$ cat config.mk
export PLATFORM = sky130hd
export DESIGN_NAME = nearest_neighbor_downscaler_top
export DESIGN_NICKNAME = d
export VERILOG_FILES = /design/src/sv/nnd_pkg.sv /design/src/sv/nnd_front.sv /design/src/sv/nnd_queue.sv /design/src/sv/nnd_scale.sv /design/src/sv/nnd_back.sv /design/src/sv/nearest_neighbor_downscaler_top.sv
export VERILOG_INCLUDE_DIRS = /design/src /design/src/sv
export SDC_FILE = /design/constraint.sdc
export NUM_CORES = 1
export LEC_CHECK = 0
export BUFFER_PORTS_ARGS = -buffer_cell sky130_fd_sc_hd__buf_2
export CAP_MARGIN = 15
export CORE_MARGIN = 2
export CORE_UTILIZATION = 50
export DETAILED_ROUTE_END_ITERATION = 8
export PLACE_DENSITY = 0.66
export SLEW_MARGIN = 20
export SYNTH_ARGS = -nofsm -noshare
export SYNTH_HDL_FRONTEND = slang
export SYNTH_HIERARCHICAL = 1
export SYNTH_SLANG_ARGS = --single-unit
$ cat constraint.sdc
create_clock -name clk -period 10.9 [get_ports clk]
set_input_delay 0.545 -clock clk [delete_from_list [all_inputs] [get_ports clk]]
set_output_delay 0.545 -clock clk [all_outputs]
set_load 0.02 [all_outputs]
$ cat src/sv/nearest_neighbor_downscaler_top_assert.svh
// assertion macros for the nearest neighbor downscaler
// used by the queue, back end and scale modules; no other dependencies
`ifndef NEAREST_NEIGHBOR_DOWNSCALER_TOP_ASSERT_SVH
`define NEAREST_NEIGHBOR_DOWNSCALER_TOP_ASSERT_SVH

// same-cycle implication
`define NND_ASSERT_IMP(name, clk, rst_n, ante, cons) \
	name: assert property (@(posedge clk) disable iff (!rst_n) (ante) |-> (cons)) \
		else $error("nnd assertion failed");

// next-cycle implication
`define NND_ASSERT_NXT(name, clk, rst_n, ante, cons) \
	name: assert property (@(posedge clk) disable iff (!rst_n) (ante) |=> (cons)) \
		else $error("nnd assertion failed");

`endif

$ cat src/sv/nnd_pkg.sv
// shared types and constants of the nearest neighbor downscaler
// no dependencies
`timescale 1ns / 1ps

package nnd_pkg;

	localparam int CFG_W = 13;
	localparam int PIX_W = 8;
	localparam int QUEUE_DEPTH = 4;
	localparam int QPTR_W = 2;

	localparam logic [CFG_W-1:0] SRC_WIDTH_RST  = 13'd800;
	localparam logic [CFG_W-1:0] SRC_HEIGHT_RST = 13'd600;
	localparam logic [CFG_W-1:0] DST_WIDTH_RST  = 13'd450;
	localparam logic [CFG_W-1:0] DST_HEIGHT_RST = 13'd338;

	typedef enum logic [1:0] {
		REG_SRC_WIDTH  = 2'd0,
		REG_SRC_HEIGHT = 2'd1,
		REG_DST_WIDTH  = 2'd2,
		REG_DST_HEIGHT = 2'd3
	} cfg_reg_t;

	typedef enum logic [1:0] {
		SQ_IDLE,
		SQ_START,
		SQ_WAIT
	} seq_state_t;

	typedef enum logic [1:0] {
		OP_COL_SCALE = 2'd0,
		OP_ROW_SCALE = 2'd1,
		OP_COL_REM   = 2'd2,
		OP_ROW_REM   = 2'd3
	} div_op_t;

	typedef struct packed {
		logic col_we;
		logic row_we;
		logic big;
	} rem_load_t;

endpackage

$ cat src/sv/nnd_front.sv
// front end: tracks the source raster position of each accepted word
// uses nnd_pkg
`timescale 1ns / 1ps

module nnd_front #(
	parameter int CW = 13
) (
	input  logic                         clk,
	input  logic                         arst_n,
	input  logic [CW-1:0]                sw,
	input  logic [CW-1:0]                sh,
	input  logic                         hold,
	input  logic                         in_valid,
	output logic                         in_ready,
	input  logic [nnd_pkg::PIX_W-1:0]    in_pixel,
	input  logic                         in_frame_start,
	output logic                         push,
	output logic [nnd_pkg::PIX_W-1:0]    push_pixel,
	output logic [CW-1:0]                push_col,
	output logic [CW-1:0]                push_row
);

	logic [CW-1:0] in_col_q, in_row_q;
	logic [CW-1:0] c0, r0, c1, r1, c2, r2, cn, rn, rw;

	always_comb begin
		c0 = in_frame_start ? '0 : in_col_q;
		r0 = in_frame_start ? '0 : in_row_q;
		c1 = c0;
		r1 = r0;
		if (c0 >= sw) begin
			c1 = '0;
			r1 = r0 + CW'(1);
		end
		c2 = c1;
		r2 = r1;
		if (r1 >= sh) begin
			c2 = '0;
			r2 = '0;
		end
		cn = c2 + CW'(1);
		rn = r2;
		rw = r2 + CW'(1);
		if (cn >= sw) begin
			cn = '0;
			rn = (rw >= sh) ? '0 : rw;
		end
	end

	assign in_ready   = !hold;
	assign push       = in_valid && !hold;
	assign push_pixel = in_pixel;
	assign push_col   = c2;
	assign push_row   = r2;

	always_ff @(posedge clk or negedge arst_n) begin
		if (!arst_n) begin
			in_col_q <= '0;
			in_row_q <= '0;
		end else if (push) begin
			in_col_q <= cn;
			in_row_q <= rn;
		end
	end

endmodule

$ cat src/sv/nnd_queue.sv
// short queue between the front and back ends
// uses nnd_pkg and the assertion macro header
`timescale 1ns / 1ps
`include "nearest_neighbor_downscaler_top_assert.svh"

module nnd_queue #(
	parameter int W = 34
) (
	input  logic         clk,
	input  logic         arst_n,
	input  logic         push,
	input  logic [W-1:0] push_data,
	output logic         full,
	input  logic         pop,
	output logic         pop_valid,
	output logic [W-1:0] pop_data
);

	localparam int DEPTH = nnd_pkg::QUEUE_DEPTH;

	logic [W-1:0] mem [DEPTH];
	logic [nnd_pkg::QPTR_W-1:0] wr_ptr_q, rd_ptr_q;
	logic [nnd_pkg::QPTR_W:0] count_q;

	assign full      = count_q == (nnd_pkg::QPTR_W+1)'(DEPTH);
	assign pop_valid = count_q != '0;
	assign pop_data  = mem[rd_ptr_q];

	always_ff @(posedge clk) begin
		if (push) begin
			mem[wr_ptr_q] <= push_data;
		end
	end

	always_ff @(posedge clk or negedge arst_n) begin
		if (!arst_n) begin
			wr_ptr_q <= '0;
			rd_ptr_q <= '0;
			count_q  <= '0;
		end else begin
			if (push) begin
				wr_ptr_q <= wr_ptr_q + 1'b1;
			end
			if (pop) begin
				rd_ptr_q <= rd_ptr_q + 1'b1;
			end
			if (push && !pop) begin
				count_q <= count_q + 1'b1;
			end else if (pop && !push) begin
				count_q <= count_q - 1'b1;
			end
		end
	end

	`NND_ASSERT_IMP(a_no_push_full, clk, arst_n, push, !full)
	`NND_ASSERT_IMP(a_no_pop_empty, clk, arst_n, pop, pop_valid)
	`NND_ASSERT_NXT(a_count_up, clk, arst_n, push && !pop, count_q == $past(count_q) + 1'b1)

endmodule

$ cat src/sv/nnd_scale.sv
// scale factor unit: shared bit-serial divider and its sequencer
// recomputes src/dst quotients and remainders after reset and config writes
// uses nnd_pkg and the assertion macro header
`timescale 1ns / 1ps
`include "nearest_neighbor_downscaler_top_assert.svh"

module nnd_scale #(
	parameter int CW = 13
) (
	input  logic               clk,
	input  logic               arst_n,
	input  logic               kick,
	input  logic [CW-1:0]      sw,
	input  logic [CW-1:0]      sh,
	input  logic [CW-1:0]      dw,
	input  logic [CW-1:0]      dh,
	input  logic [CW-1:0]      col_rem,
	input  logic [CW-1:0]      row_rem,
	output logic               busy,
	output logic [CW-1:0]      qw,
	output logic [CW-1:0]      mw,
	output logic [CW-1:0]      qh,
	output logic [CW-1:0]      mh,
	output nnd_pkg::rem_load_t rem_ld,
	output logic [CW-1:0]      rem_val
);

	localparam int CNT_W = $clog2(CW + 1);

	nnd_pkg::seq_state_t state_q, state_d;
	nnd_pkg::div_op_t    op_q, op_d;

	logic [CW-1:0]    div_d_q, div_rem_q, div_quo_q;
	logic [CNT_W-1:0] cnt_q;
	logic [CW-1:0]    qw_q, mw_q, qh_q, mh_q;

	logic [CW-1:0] dividend, divisor;
	logic          div_start, div_done;
	logic [CW:0]   partial, diff;
	logic          ge;

	always_comb begin
		case (op_q)
			nnd_pkg::OP_COL_SCALE: begin
				dividend = sw;
				divisor  = dw;
			end
			nnd_pkg::OP_ROW_SCALE: begin
				dividend = sh;
				divisor  = dh;
			end
			nnd_pkg::OP_COL_REM: begin
				dividend = col_rem;
				divisor  = dw;
			end
			nnd_pkg::OP_ROW_REM: begin
				dividend = row_rem;
				divisor  = dh;
			end
			default: begin
				dividend = sw;
				divisor  = dw;
			end
		endcase
	end

	assign div_done = (state_q == nnd_pkg::SQ_WAIT) && (cnt_q == '0);

	always_comb begin
		state_d   = state_q;
		op_d      = op_q;
		div_start = 1'b0;
		case (state_q)
			nnd_pkg::SQ_IDLE: begin
				state_d = nnd_pkg::SQ_IDLE;
			end
			nnd_pkg::SQ_START: begin
				div_start = 1'b1;
				state_d   = nnd_pkg::SQ_WAIT;
			end
			nnd_pkg::SQ_WAIT: begin
				if (cnt_q == '0) begin
					case (op_q)
						nnd_pkg::OP_COL_SCALE: begin
							op_d    = nnd_pkg::OP_ROW_SCALE;
							state_d = nnd_pkg::SQ_START;
						end
						nnd_pkg::OP_ROW_SCALE: begin
							op_d    = nnd_pkg::OP_COL_REM;
							state_d = nnd_pkg::SQ_START;
						end
						nnd_pkg::OP_COL_REM: begin
							op_d    = nnd_pkg::OP_ROW_REM;
							state_d = nnd_pkg::SQ_START;
						end
						default: begin
							state_d = nnd_pkg::SQ_IDLE;
						end
					endcase
				end
			end
			default: begin
				state_d = nnd_pkg::SQ_IDLE;
			end
		endcase
		if (kick) begin
			state_d = nnd_pkg::SQ_START;
			op_d    = nnd_pkg::OP_COL_SCALE;
		end
	end

	always_ff @(posedge clk or negedge arst_n) begin
		if (!arst_n) begin
			state_q <= nnd_pkg::SQ_START;
			op_q    <= nnd_pkg::OP_COL_SCALE;
		end else begin
			state_q <= state_d;
			op_q    <= op_d;
		end
	end

	// restoring divider, one quotient bit a cycle
	assign partial = {div_rem_q, div_quo_q[CW-1]};
	assign diff    = partial - {1'b0, div_d_q};
	assign ge      = partial >= {1'b0, div_d_q};

	always_ff @(posedge clk or negedge arst_n) begin
		if (!arst_n) begin
			cnt_q <= '0;
		end else if (div_start) begin
			cnt_q <= CNT_W'(CW);
		end else if (cnt_q != '0) begin
			cnt_q <= cnt_q - 1'b1;
		end
	end

	always_ff @(posedge clk) begin
		if (div_start) begin
			div_d_q   <= divisor;
			div_rem_q <= '0;
			div_quo_q <= dividend;
		end else if (cnt_q != '0) begin
			div_rem_q <= ge ? diff[CW-1:0] : partial[CW-1:0];
			div_quo_q <= {div_quo_q[CW-2:0], ge};
		end
	end

	always_ff @(posedge clk) begin
		if (div_done) begin
			case (op_q)
				nnd_pkg::OP_COL_SCALE: begin
					qw_q <= div_quo_q;
					mw_q <= div_rem_q;
				end
				nnd_pkg::OP_ROW_SCALE: begin
					qh_q <= div_quo_q;
					mh_q <= div_rem_q;
				end
				default: begin
				end
			endcase
		end
	end

	assign busy          = state_q != nnd_pkg::SQ_IDLE;
	assign qw            = qw_q;
	assign mw            = mw_q;
	assign qh            = qh_q;
	assign mh            = mh_q;
	assign rem_ld.col_we = div_done && (op_q == nnd_pkg::OP_COL_REM);
	assign rem_ld.row_we = div_done && (op_q == nnd_pkg::OP_ROW_REM);
	assign rem_ld.big    = div_quo_q != '0;
	assign rem_val       = div_rem_q;

	`NND_ASSERT_NXT(a_div_load, clk, arst_n, state_q == nnd_pkg::SQ_START, cnt_q == CNT_W'(CW))

endmodule

$ cat src/sv/nnd_back.sv
// back end: matches source positions against wanted positions, output register
// uses nnd_pkg and the assertion macro header
`timescale 1ns / 1ps
`include "nearest_neighbor_downscaler_top_assert.svh"

module nnd_back #(
	parameter int CW = 13
) (
	input  logic                      clk,
	input  logic                      arst_n,
	input  logic [CW-1:0]             dw,
	input  logic [CW-1:0]             dh,
	input  logic [CW-1:0]             qw,
	input  logic [CW-1:0]             mw,
	input  logic [CW-1:0]             qh,
	input  logic [CW-1:0]             mh,
	input  nnd_pkg::rem_load_t        rem_ld,
	input  logic [CW-1:0]             rem_val,
	output logic [CW-1:0]             col_rem,
	output logic [CW-1:0]             row_rem,
	input  logic                      item_valid,
	input  logic [nnd_pkg::PIX_W-1:0] item_pixel,
	input  logic [CW-1:0]             item_col,
	input  logic [CW-1:0]             item_row,
	output logic                      pop,
	output logic                      out_valid,
	input  logic                      out_ready,
	output logic [nnd_pkg::PIX_W-1:0] out_pixel,
	output logic                      line_end,
	output logic                      frame_end
);

	localparam int W1 = CW + 1;

	logic [W1-1:0] out_col_q, out_row_q, want_col_q, want_row_q;
	logic [CW-1:0] col_rem_q, row_rem_q;
	logic          col_big_q, row_big_q;

	logic                      ovalid_q;
	logic [nnd_pkg::PIX_W-1:0] opix_q;
	logic                      le_q, fe_q;

	logic          clr, hit, last_col, last_row;
	logic [W1-1:0] oc, orw, wc, wr;
	logic [CW-1:0] cr, rr;
	logic          cb, rb;
	logic [W1-1:0] csum, rsum, cdiff, rdiff;
	logic          cge, rge;
	logic [W1-1:0] wc_adv, wr_adv;
	logic [CW-1:0] cr_adv, rr_adv;
	logic [W1-1:0] oc_n, or_n, wc_n, wr_n;
	logic [CW-1:0] cr_n, rr_n;
	logic          cb_n, rb_n;

	assign pop = item_valid && (!ovalid_q || out_ready);

	always_comb begin
		// a word at the frame origin starts from cleared counters
		clr = (item_col == '0) && (item_row == '0);
		oc  = clr ? '0 : out_col_q;
		orw = clr ? '0 : out_row_q;
		wc  = clr ? '0 : want_col_q;
		wr  = clr ? '0 : want_row_q;
		cr  = clr ? '0 : col_rem_q;
		rr  = clr ? '0 : row_rem_q;
		cb  = clr ? 1'b0 : col_big_q;
		rb  = clr ? 1'b0 : row_big_q;

		hit = (orw < {1'b0, dh}) && ({1'b0, item_row} == wr) && ({1'b0, item_col} == wc);
		last_col = oc == {1'b0, dw - CW'(1)};
		last_row = orw == {1'b0, dh - CW'(1)};

		csum   = {1'b0, cr} + {1'b0, mw};
		cdiff  = csum - {1'b0, dw};
		cge    = csum >= {1'b0, dw};
		cr_adv = cge ? cdiff[CW-1:0] : csum[CW-1:0];
		wc_adv = wc + {1'b0, qw} + W1'(cb | cge);

		rsum   = {1'b0, rr} + {1'b0, mh};
		rdiff  = rsum - {1'b0, dh};
		rge    = rsum >= {1'b0, dh};
		rr_adv = rge ? rdiff[CW-1:0] : rsum[CW-1:0];
		wr_adv = wr + {1'b0, qh} + W1'(rb | rge);

		oc_n = oc;
		or_n = orw;
		wc_n = wc;
		wr_n = wr;
		cr_n = cr;
		rr_n = rr;
		cb_n = cb;
		rb_n = rb;
		if (hit) begin
			if (last_col) begin
				oc_n = '0;
				wc_n = '0;
				cr_n = '0;
				cb_n = 1'b0;
				if (last_row) begin
					or_n = {1'b0, dh};
				end else begin
					or_n = orw + W1'(1);
					wr_n = wr_adv;
					rr_n = rr_adv;
					rb_n = 1'b0;
				end
			end else begin
				oc_n = oc + W1'(1);
				wc_n = wc_adv;
				cr_n = cr_adv;
				cb_n = 1'b0;
			end
		end
	end

	always_ff @(posedge clk or negedge arst_n) begin
		if (!arst_n) begin
			out_col_q  <= '0;
			out_row_q  <= '0;
			want_col_q <= '0;
			want_row_q <= '0;
			col_rem_q  <= '0;
			row_rem_q  <= '0;
			col_big_q  <= 1'b0;
			row_big_q  <= 1'b0;
		end else if (pop) begin
			out_col_q  <= oc_n;
			out_row_q  <= or_n;
			want_col_q <= wc_n;
			want_row_q <= wr_n;
			col_rem_q  <= cr_n;
			row_rem_q  <= rr_n;
			col_big_q  <= cb_n;
			row_big_q  <= rb_n;
		end else begin
			if (rem_ld.col_we) begin
				col_rem_q <= rem_val;
				col_big_q <= rem_ld.big;
			end
			if (rem_ld.row_we) begin
				row_rem_q <= rem_val;
				row_big_q <= rem_ld.big;
			end
		end
	end

	always_ff @(posedge clk or negedge arst_n) begin
		if (!arst_n) begin
			ovalid_q <= 1'b0;
		end else if (pop && hit) begin
			ovalid_q <= 1'b1;
		end else if (out_ready) begin
			ovalid_q <= 1'b0;
		end
	end

	always_ff @(posedge clk) begin
		if (pop && hit) begin
			opix_q <= item_pixel;
			le_q   <= last_col;
			fe_q   <= last_col && last_row;
		end
	end

	assign col_rem   = col_rem_q;
	assign row_rem   = row_rem_q;
	assign out_valid = ovalid_q;
	assign out_pixel = opix_q;
	assign line_end  = le_q;
	assign frame_end = fe_q;

	`NND_ASSERT_NXT(a_result_loaded, clk, arst_n, pop && hit, ovalid_q)
	`NND_ASSERT_NXT(a_line_restart, clk, arst_n, pop && hit && last_col, out_col_q == '0 && want_col_q == '0)

endmodule

$ cat src/sv/nearest_neighbor_downscaler_top.sv
// top level of the nearest neighbor downscaler: config registers and wiring
// depends on nnd_pkg, nnd_front, nnd_queue, nnd_scale, nnd_back
//
// channel   dir  signals                       payload
// cfg       in   cfg_we, cfg_index, cfg_data   register write, no read-back
// s_axis    in   tvalid, tready, tdata, tuser  source pixel, frame start
// m_axis    out  tvalid, tready, tdata, tlast, tuser  output pixel, line end, frame end
//
// one source word per cycle unless the divider is busy or the queue is full; a kept word
// reaches m_axis via a queue entry and the output register; sizes go through a shared
// bit-serial divider: after reset and any config write, s_axis_tready stays low until
// it is done; output register decouples m_axis stalls; a four-entry queue sits between
// the position tracker and the matcher, so each side stalls on its own
`timescale 1ns / 1ps

module nearest_neighbor_downscaler_top #(
	parameter int MAX_DIM = 4096
) (
	input  logic                        clk,
	input  logic                        arst_n,
	input  logic                        cfg_we,
	input  logic [1:0]                  cfg_index,
	input  logic [nnd_pkg::CFG_W-1:0]   cfg_data,
	input  logic                        s_axis_tvalid,
	output logic                        s_axis_tready,
	input  logic [7:0]                  s_axis_tdata,  // pixel
	input  logic                        s_axis_tuser,  // frame_start
	output logic                        m_axis_tvalid,
	input  logic                        m_axis_tready,
	output logic [7:0]                  m_axis_tdata,  // out_pixel
	output logic                        m_axis_tlast,  // line_end
	output logic                        m_axis_tuser   // frame_end
);

	localparam int CW = $clog2(MAX_DIM + 1);
	localparam int QW = nnd_pkg::PIX_W + 2 * CW;

	logic [nnd_pkg::CFG_W-1:0] src_width_q, src_height_q, dst_width_q, dst_height_q;
	logic [CW-1:0] sw, sh, dw_c, dh_c, dw, dh;

	always_ff @(posedge clk or negedge arst_n) begin
		if (!arst_n) begin
			src_width_q  <= nnd_pkg::SRC_WIDTH_RST;
			src_height_q <= nnd_pkg::SRC_HEIGHT_RST;
			dst_width_q  <= nnd_pkg::DST_WIDTH_RST;
			dst_height_q <= nnd_pkg::DST_HEIGHT_RST;
		end else if (cfg_we) begin
			case (nnd_pkg::cfg_reg_t'(cfg_index))
				nnd_pkg::REG_SRC_WIDTH:  src_width_q  <= cfg_data;
				nnd_pkg::REG_SRC_HEIGHT: src_height_q <= cfg_data;
				nnd_pkg::REG_DST_WIDTH:  dst_width_q  <= cfg_data;
				nnd_pkg::REG_DST_HEIGHT: dst_height_q <= cfg_data;
				default: begin
				end
			endcase
		end
	end

	// sizes limited to 1..MAX_DIM, destination no larger than source
	always_comb begin
		sw = (src_width_q == '0) ? CW'(1) :
			(32'(src_width_q) > MAX_DIM) ? CW'(MAX_DIM) : CW'(src_width_q);
		sh = (src_height_q == '0) ? CW'(1) :
			(32'(src_height_q) > MAX_DIM) ? CW'(MAX_DIM) : CW'(src_height_q);
		dw_c = (dst_width_q == '0) ? CW'(1) :
			(32'(dst_width_q) > MAX_DIM) ? CW'(MAX_DIM) : CW'(dst_width_q);
		dh_c = (dst_height_q == '0) ? CW'(1) :
			(32'(dst_height_q) > MAX_DIM) ? CW'(MAX_DIM) : CW'(dst_height_q);
		dw = (dw_c > sw) ? sw : dw_c;
		dh = (dh_c > sh) ? sh : dh_c;
	end

	logic                      busy, full;
	logic                      push, pop, pop_valid;
	logic [nnd_pkg::PIX_W-1:0] push_pixel;
	logic [CW-1:0]             push_col, push_row;
	logic [QW-1:0]             pop_data;
	logic [CW-1:0]             qw, mw, qh, mh, col_rem, row_rem, rem_val;
	nnd_pkg::rem_load_t        rem_ld;

	nnd_front #(.CW(CW)) u_front (
		.clk            (clk),
		.arst_n         (arst_n),
		.sw             (sw),
		.sh             (sh),
		.hold           (busy || full),
		.in_valid       (s_axis_tvalid),
		.in_ready       (s_axis_tready),
		.in_pixel       (s_axis_tdata),
		.in_frame_start (s_axis_tuser),
		.push           (push),
		.push_pixel     (push_pixel),
		.push_col       (push_col),
		.push_row       (push_row)
	);

	nnd_queue #(.W(QW)) u_queue (
		.clk       (clk),
		.arst_n    (arst_n),
		.push      (push),
		.push_data ({push_row, push_col, push_pixel}),
		.full      (full),
		.pop       (pop),
		.pop_valid (pop_valid),
		.pop_data  (pop_data)
	);

	nnd_scale #(.CW(CW)) u_scale (
		.clk     (clk),
		.arst_n  (arst_n),
		.kick    (cfg_we),
		.sw      (sw),
		.sh      (sh),
		.dw      (dw),
		.dh      (dh),
		.col_rem (col_rem),
		.row_rem (row_rem),
		.busy    (busy),
		.qw      (qw),
		.mw      (mw),
		.qh      (qh),
		.mh      (mh),
		.rem_ld  (rem_ld),
		.rem_val (rem_val)
	);

	nnd_back #(.CW(CW)) u_back (
		.clk        (clk),
		.arst_n     (arst_n),
		.dw         (dw),
		.dh         (dh),
		.qw         (qw),
		.mw         (mw),
		.qh         (qh),
		.mh         (mh),
		.rem_ld     (rem_ld),
		.rem_val    (rem_val),
		.col_rem    (col_rem),
		.row_rem    (row_rem),
		.item_valid (pop_valid),
		.item_pixel (pop_data[nnd_pkg::PIX_W-1:0]),
		.item_col   (pop_data[nnd_pkg::PIX_W +: CW]),
		.item_row   (pop_data[nnd_pkg::PIX_W + CW +: CW]),
		.pop        (pop),
		.out_valid  (m_axis_tvalid),
		.out_ready  (m_axis_tready),
		.out_pixel  (m_axis_tdata),
		.line_end   (m_axis_tlast),
		.frame_end  (m_axis_tuser)
	);

endmodule
==> summary.md <==
| Metric | Value |
|---|---|
| Outcome | `finished, final reports clean` |
| Slew headroom | `roughly a quarter` |
| Highest fanout seen on the critical path | `27` |
| Mean instance size in the synthesized netlist | `10.4 µm²` |
| Crit. path cell count | `31` |
| Number of max-cap violations | `0` |
| Buffer type at the clock tree root | `sky130_fd_sc_hd__clkbuf_16` |
| Number of rows in the core area | `86` |
| Worst hold path stage count | `1` |
| Max IR drop VDD | `approximately 0.13 mV` |
| Data arrival time of the critical path | `~10000 ps` |
| Summed instance area of the synthesized netlist | `about 0.028 mm²` |
| Maximum number of pins on one net before global-route repair | `76` |
| Post-DR vias/cell | `6.23` |
| Setup Viol. Count Final | `0` |
| Ratio of cells with drive above 1 in the final layout | `between 10 and 15%` |
| Clock slew at reported path FFs | `about 60 ps` |
| First-pass GRT wire length | `126000 µm` |
| Sequential share of the synthesized area | `between 40% and 50%` |
| Final weighted congestion in routability-driven placement | `0.967` |
| Type of the worst setup path | `reg2reg` |
| Switching portion of total power | `between 30% and 40%` |
| Post-Syn Nets | `approximately 3000` |
| NetSw | `~2700 µW` |
| Leftover overflow at the end of global routing | `0` |
| Number of CTS-inserted buffers | `46` |
| Via count | `roughly 22000` |
| CTS Buffer Depth | `3` |
| Setup repair after global routing missed its margin | `no` |
| Final design utilization | `between 50% and 60%` |
| Cell internal power dissipation | `4080 µW` |
| Number of warnings issued by yosys | `6` |
| Number of antenna violations at the first check in global routing | `2` |
| Synth-to-Final Area Change | `8.73%` |
| Asr flop ratio synth | `between 40% and 50%` |
| Detailed-routing iteration count for the pre-antenna-repair pass | `6` |
| P per Cell Area | `~220 mW/mm²` |
| Hold crit path type | `in2reg` |
| Deepest level of the CTS H-tree | `2` |
| Dominant cells by area after synthesis | `sky130_fd_sc_hd__edfxtp_1 (24%), sky130_fd_sc_hd__dfrtp_1 (15%), sky130_fd_sc_hd__ha_1 (9.1%), sky130_fd_sc_hd__mux2_2 (3.9%), sky130_fd_sc_hd__nand2_1 (3.0%)` |
| CTS tree | `yes` |
| I/O pin count | `41` |
| Number of distinct library cell variants in the gate-level netlist after synthesis | `118` |
| Sequential fraction of design power | `about a third` |
| Share of total power in the clock network | `24.5%` |
| P_leak | `between 0.01 and 0.015 µW` |
| Core region area | `roughly 0.055 mm²` |
| Peak clock frequency supported by timing | `just over 100 MHz` |
| Post-Synthesis Cells | `about 2700` |
| Full die area | `approximately 0.057 mm²` |
| Register-to-Register Path Depth | `31` |
| Post-Route Setup TNS | `0 ps` |
| Setup Fix Bufs, Post-CTS | `0` |
| Measured slew at the worst slew-check pin | `1150 ps` |
| Count of flip-flops with a built-in enable after synthesis | `between 200 and 250` |
| Number of buffer and inverter stages on the critical path | `0` |
| Clock tree sinks | `415` |
| Post-Route WL | `between 80000 and 90000 µm` |
| Slew Viols, Final | `0` |
| Fin crit period | `9760 ps` |
| Commonest register cell after synthesis | `sky130_fd_sc_hd__edfxtp_1` |
| All-Layer GR Usage | `between 20% and 30%` |
| Post-route DRC violation count | `0` |
| Net count of the finished layout | `around 2900` |
| Worst Setup Start Kind | `flip-flop` |
| Cell mode on critical path | `sky130_fd_sc_hd__a21oi_1` |
| Quantity of I/O buffers inserted on ports | `40` |
| Starting utilization of the core area | `about half` |
| Post-synth top area share | `24.2%` |
| Final Skew | `23.0 ps` |
| Final HPWL DP | `60600 µm` |
| Vias in the first global route | `21100` |
| Critical Path Max Stage Delay | `a little over 900 ps` |
| Final worst-path cycle share | `between 80% and 90%` |
| Synth Register Bits | `roughly 420` |
| Data required time of the critical path | `~11000 ps` |
| Final count of hold timing violations | `0` |
| Cell family with most CP delay | `compound AO/OA/AOI/OAI gates` |
| Clock network latency to the later pin of the worst-skew pair | `a little over 600 ps` |
| Post-synthesis cell type with the largest combined area | `sky130_fd_sc_hd__edfxtp_1` |
| Post-DR wirelength/cell | `about 24 µm` |
| Iter 0 DRT Violations | `about 2300` |
| Portion of total power attributed to combinational logic | `between 40% and 50%` |
| Antenna viol nets, final | `0` |
| Cell with the largest stage delay on the worst path | `sky130_fd_sc_hd__dfrtp_2` |
| Nature of the critical path endpoint | `flip-flop` |
| Die Y | `approximately 240 µm` |
| Die boundary width | `around 240 µm` |
==> metal layers <==
metal	global-route usage [%]	share of wire, %
met5	0	0
met4	9.91	3.3
met3	4.74	8.9
met2	44.9	46
met1	40.4	42
==> placed cells by master, fill, tap and decap left out, types with 68 or more instances in the layout <==
master,Yosys,layout
sky130_fd_sc_hd__a21oi_1,107,107
sky130_fd_sc_hd__ha_1,201,200
sky130_fd_sc_hd__edfxtp_1,224,224
sky130_fd_sc_hd__o21ai_0,108,107
sky130_fd_sc_hd__nor2_1,154,153
sky130_fd_sc_hd__mux2_2,97,97
sky130_fd_sc_hd__xnor2_1,88,88
sky130_fd_sc_hd__nand3_1,72,71
sky130_fd_sc_hd__and2_1,72,68
sky130_fd_sc_hd__nand2_1,219,219
sky130_fd_sc_hd__dfrtp_1,162,161
sky130_fd_sc_hd__inv_1,180,180
==> power by group through the flow <==
stage / Clock [µW] / Combinational (µW) / Sequential, µW
floorplan: 0 / 2260 / 2040
global route: 1760 / 3240 / 2190
CTS: 1690 / 2930 / 2150
global placement: 0 / 2840 / 2170
detailed placement: 0 / 2910 / 2180
finish: 1660 / 2970 / 2160
==> state kept, by name, summed over array words and instances (netlist names), 4 cells and up <==
signal,flops
u_scale/rem_val,13
u_scale/qw,13
dst_width_q,13
dst_height_q,13
u_back/want_row_q,14
u_back/out_col_q,14
u_scale/cnt_q,4
u_back/want_col_q,14
src_height_q,13
u_front/in_row_q,13
u_scale/mh,13
u_scale/div_quo_q,13
u_back/col_rem,13
u_back/out_pixel,8
u_queue/mem,136
u_scale/div_d_q,13
src_width_q,13
u_front/in_col_q,13
u_scale/qh,13
u_back/row_rem,13
u_back/out_row_q,14
u_scale/mw,13
==> synth_stat cells, drive strengths merged, types with 18 or more instances <==
master    n
nand2   220
a21oi   111
nand3    76
and2     76
inv     180
nor4     45
a21o     31
clkbuf   74
ha      201
edfxtp  224
mux2    115
o21ai   112
buf      45
and3     28
o211ai   21
xor2     58
nor2    157
nor2b    59
nand4    41
mux2i    43
dfrtp   162
a31oi    32
xnor2    88
a22o     18
o31ai    28
nor3     61
mux4     34
nand2b   25
==> area by class of cell <==
class / instances / area (µm²)
diodes: 2 / 5.00
clock buffers: 47 / 1150
clock inverters: 39 / 463
fillers: 4654 / 24800
inverters: 181 / 679
multi-input cells: 1960 / 15100
flip-flops and latches: 415 / 11500
well taps: 748 / 936
repair buffers: 67 / 414
==> worst paths after layout <==
check                           slack [ps]                                end                            start
worst min-delay path                   150        u_queue/mem[1][5]$_DFFE_PP_                  s_axis_tdata[5]
min in group asynchronous              490       u_scale/cnt_q[3]$_DFFE_PN0P_                           arst_n
worst min register to register         470    u_front/in_col_q[8]$_DFFE_PN0P_  u_front/in_col_q[8]$_DFFE_PN0P_
max in group asynchronous             9040        src_height_q[7]$_DFFE_PN0P_                           arst_n
worst max register to register        1140  u_back/want_col_q[12]$_DFFE_PN0P_  u_queue/rd_ptr_q[0]$_DFFE_PN0P_
worst max-delay path                  1140  u_back/want_col_q[12]$_DFFE_PN0P_  u_queue/rd_ptr_q[0]$_DFFE_PN0P_
==> through the flow <==
step	hold WS (ps)	setup slack [ps]	cell area [µm²]	cells	total power, µW
floorplan	249	2020	27800	2675	4290
global placement	445	1550	28600	3370	5010
detailed placement	466	1370	28600	3370	5090
CTS	127	1330	30200	3457	6770
global route	136	370	30200	3457	7180
finish	154	1140	30200	3459	6790
==> kinds of logic (layout without fill, tap and decap cells) <==
group / Yosys count / after routing / synth area share [%]
simple gates: 867 / 867 / 16.4
compound gates: 542 / 542 / 13.8
flops: 415 / 415 / 41.3
buf+inv: 300 / 334 / 4.62
fa+ha+maj: 211 / 211 / 9.78
mux: 192 / 192 / 9.30
xor+xnor: 148 / 148 / 4.79
other cells: 0 / 2 / 0
==> repair_timing <==
item | in CTS | in global routing
endpoints found under the hold margin | 45 | 0
gates resized for setup | 0 | 0
hold buffers | 1 | 0
Note: power is estimated with default switching activity, not from simulation.
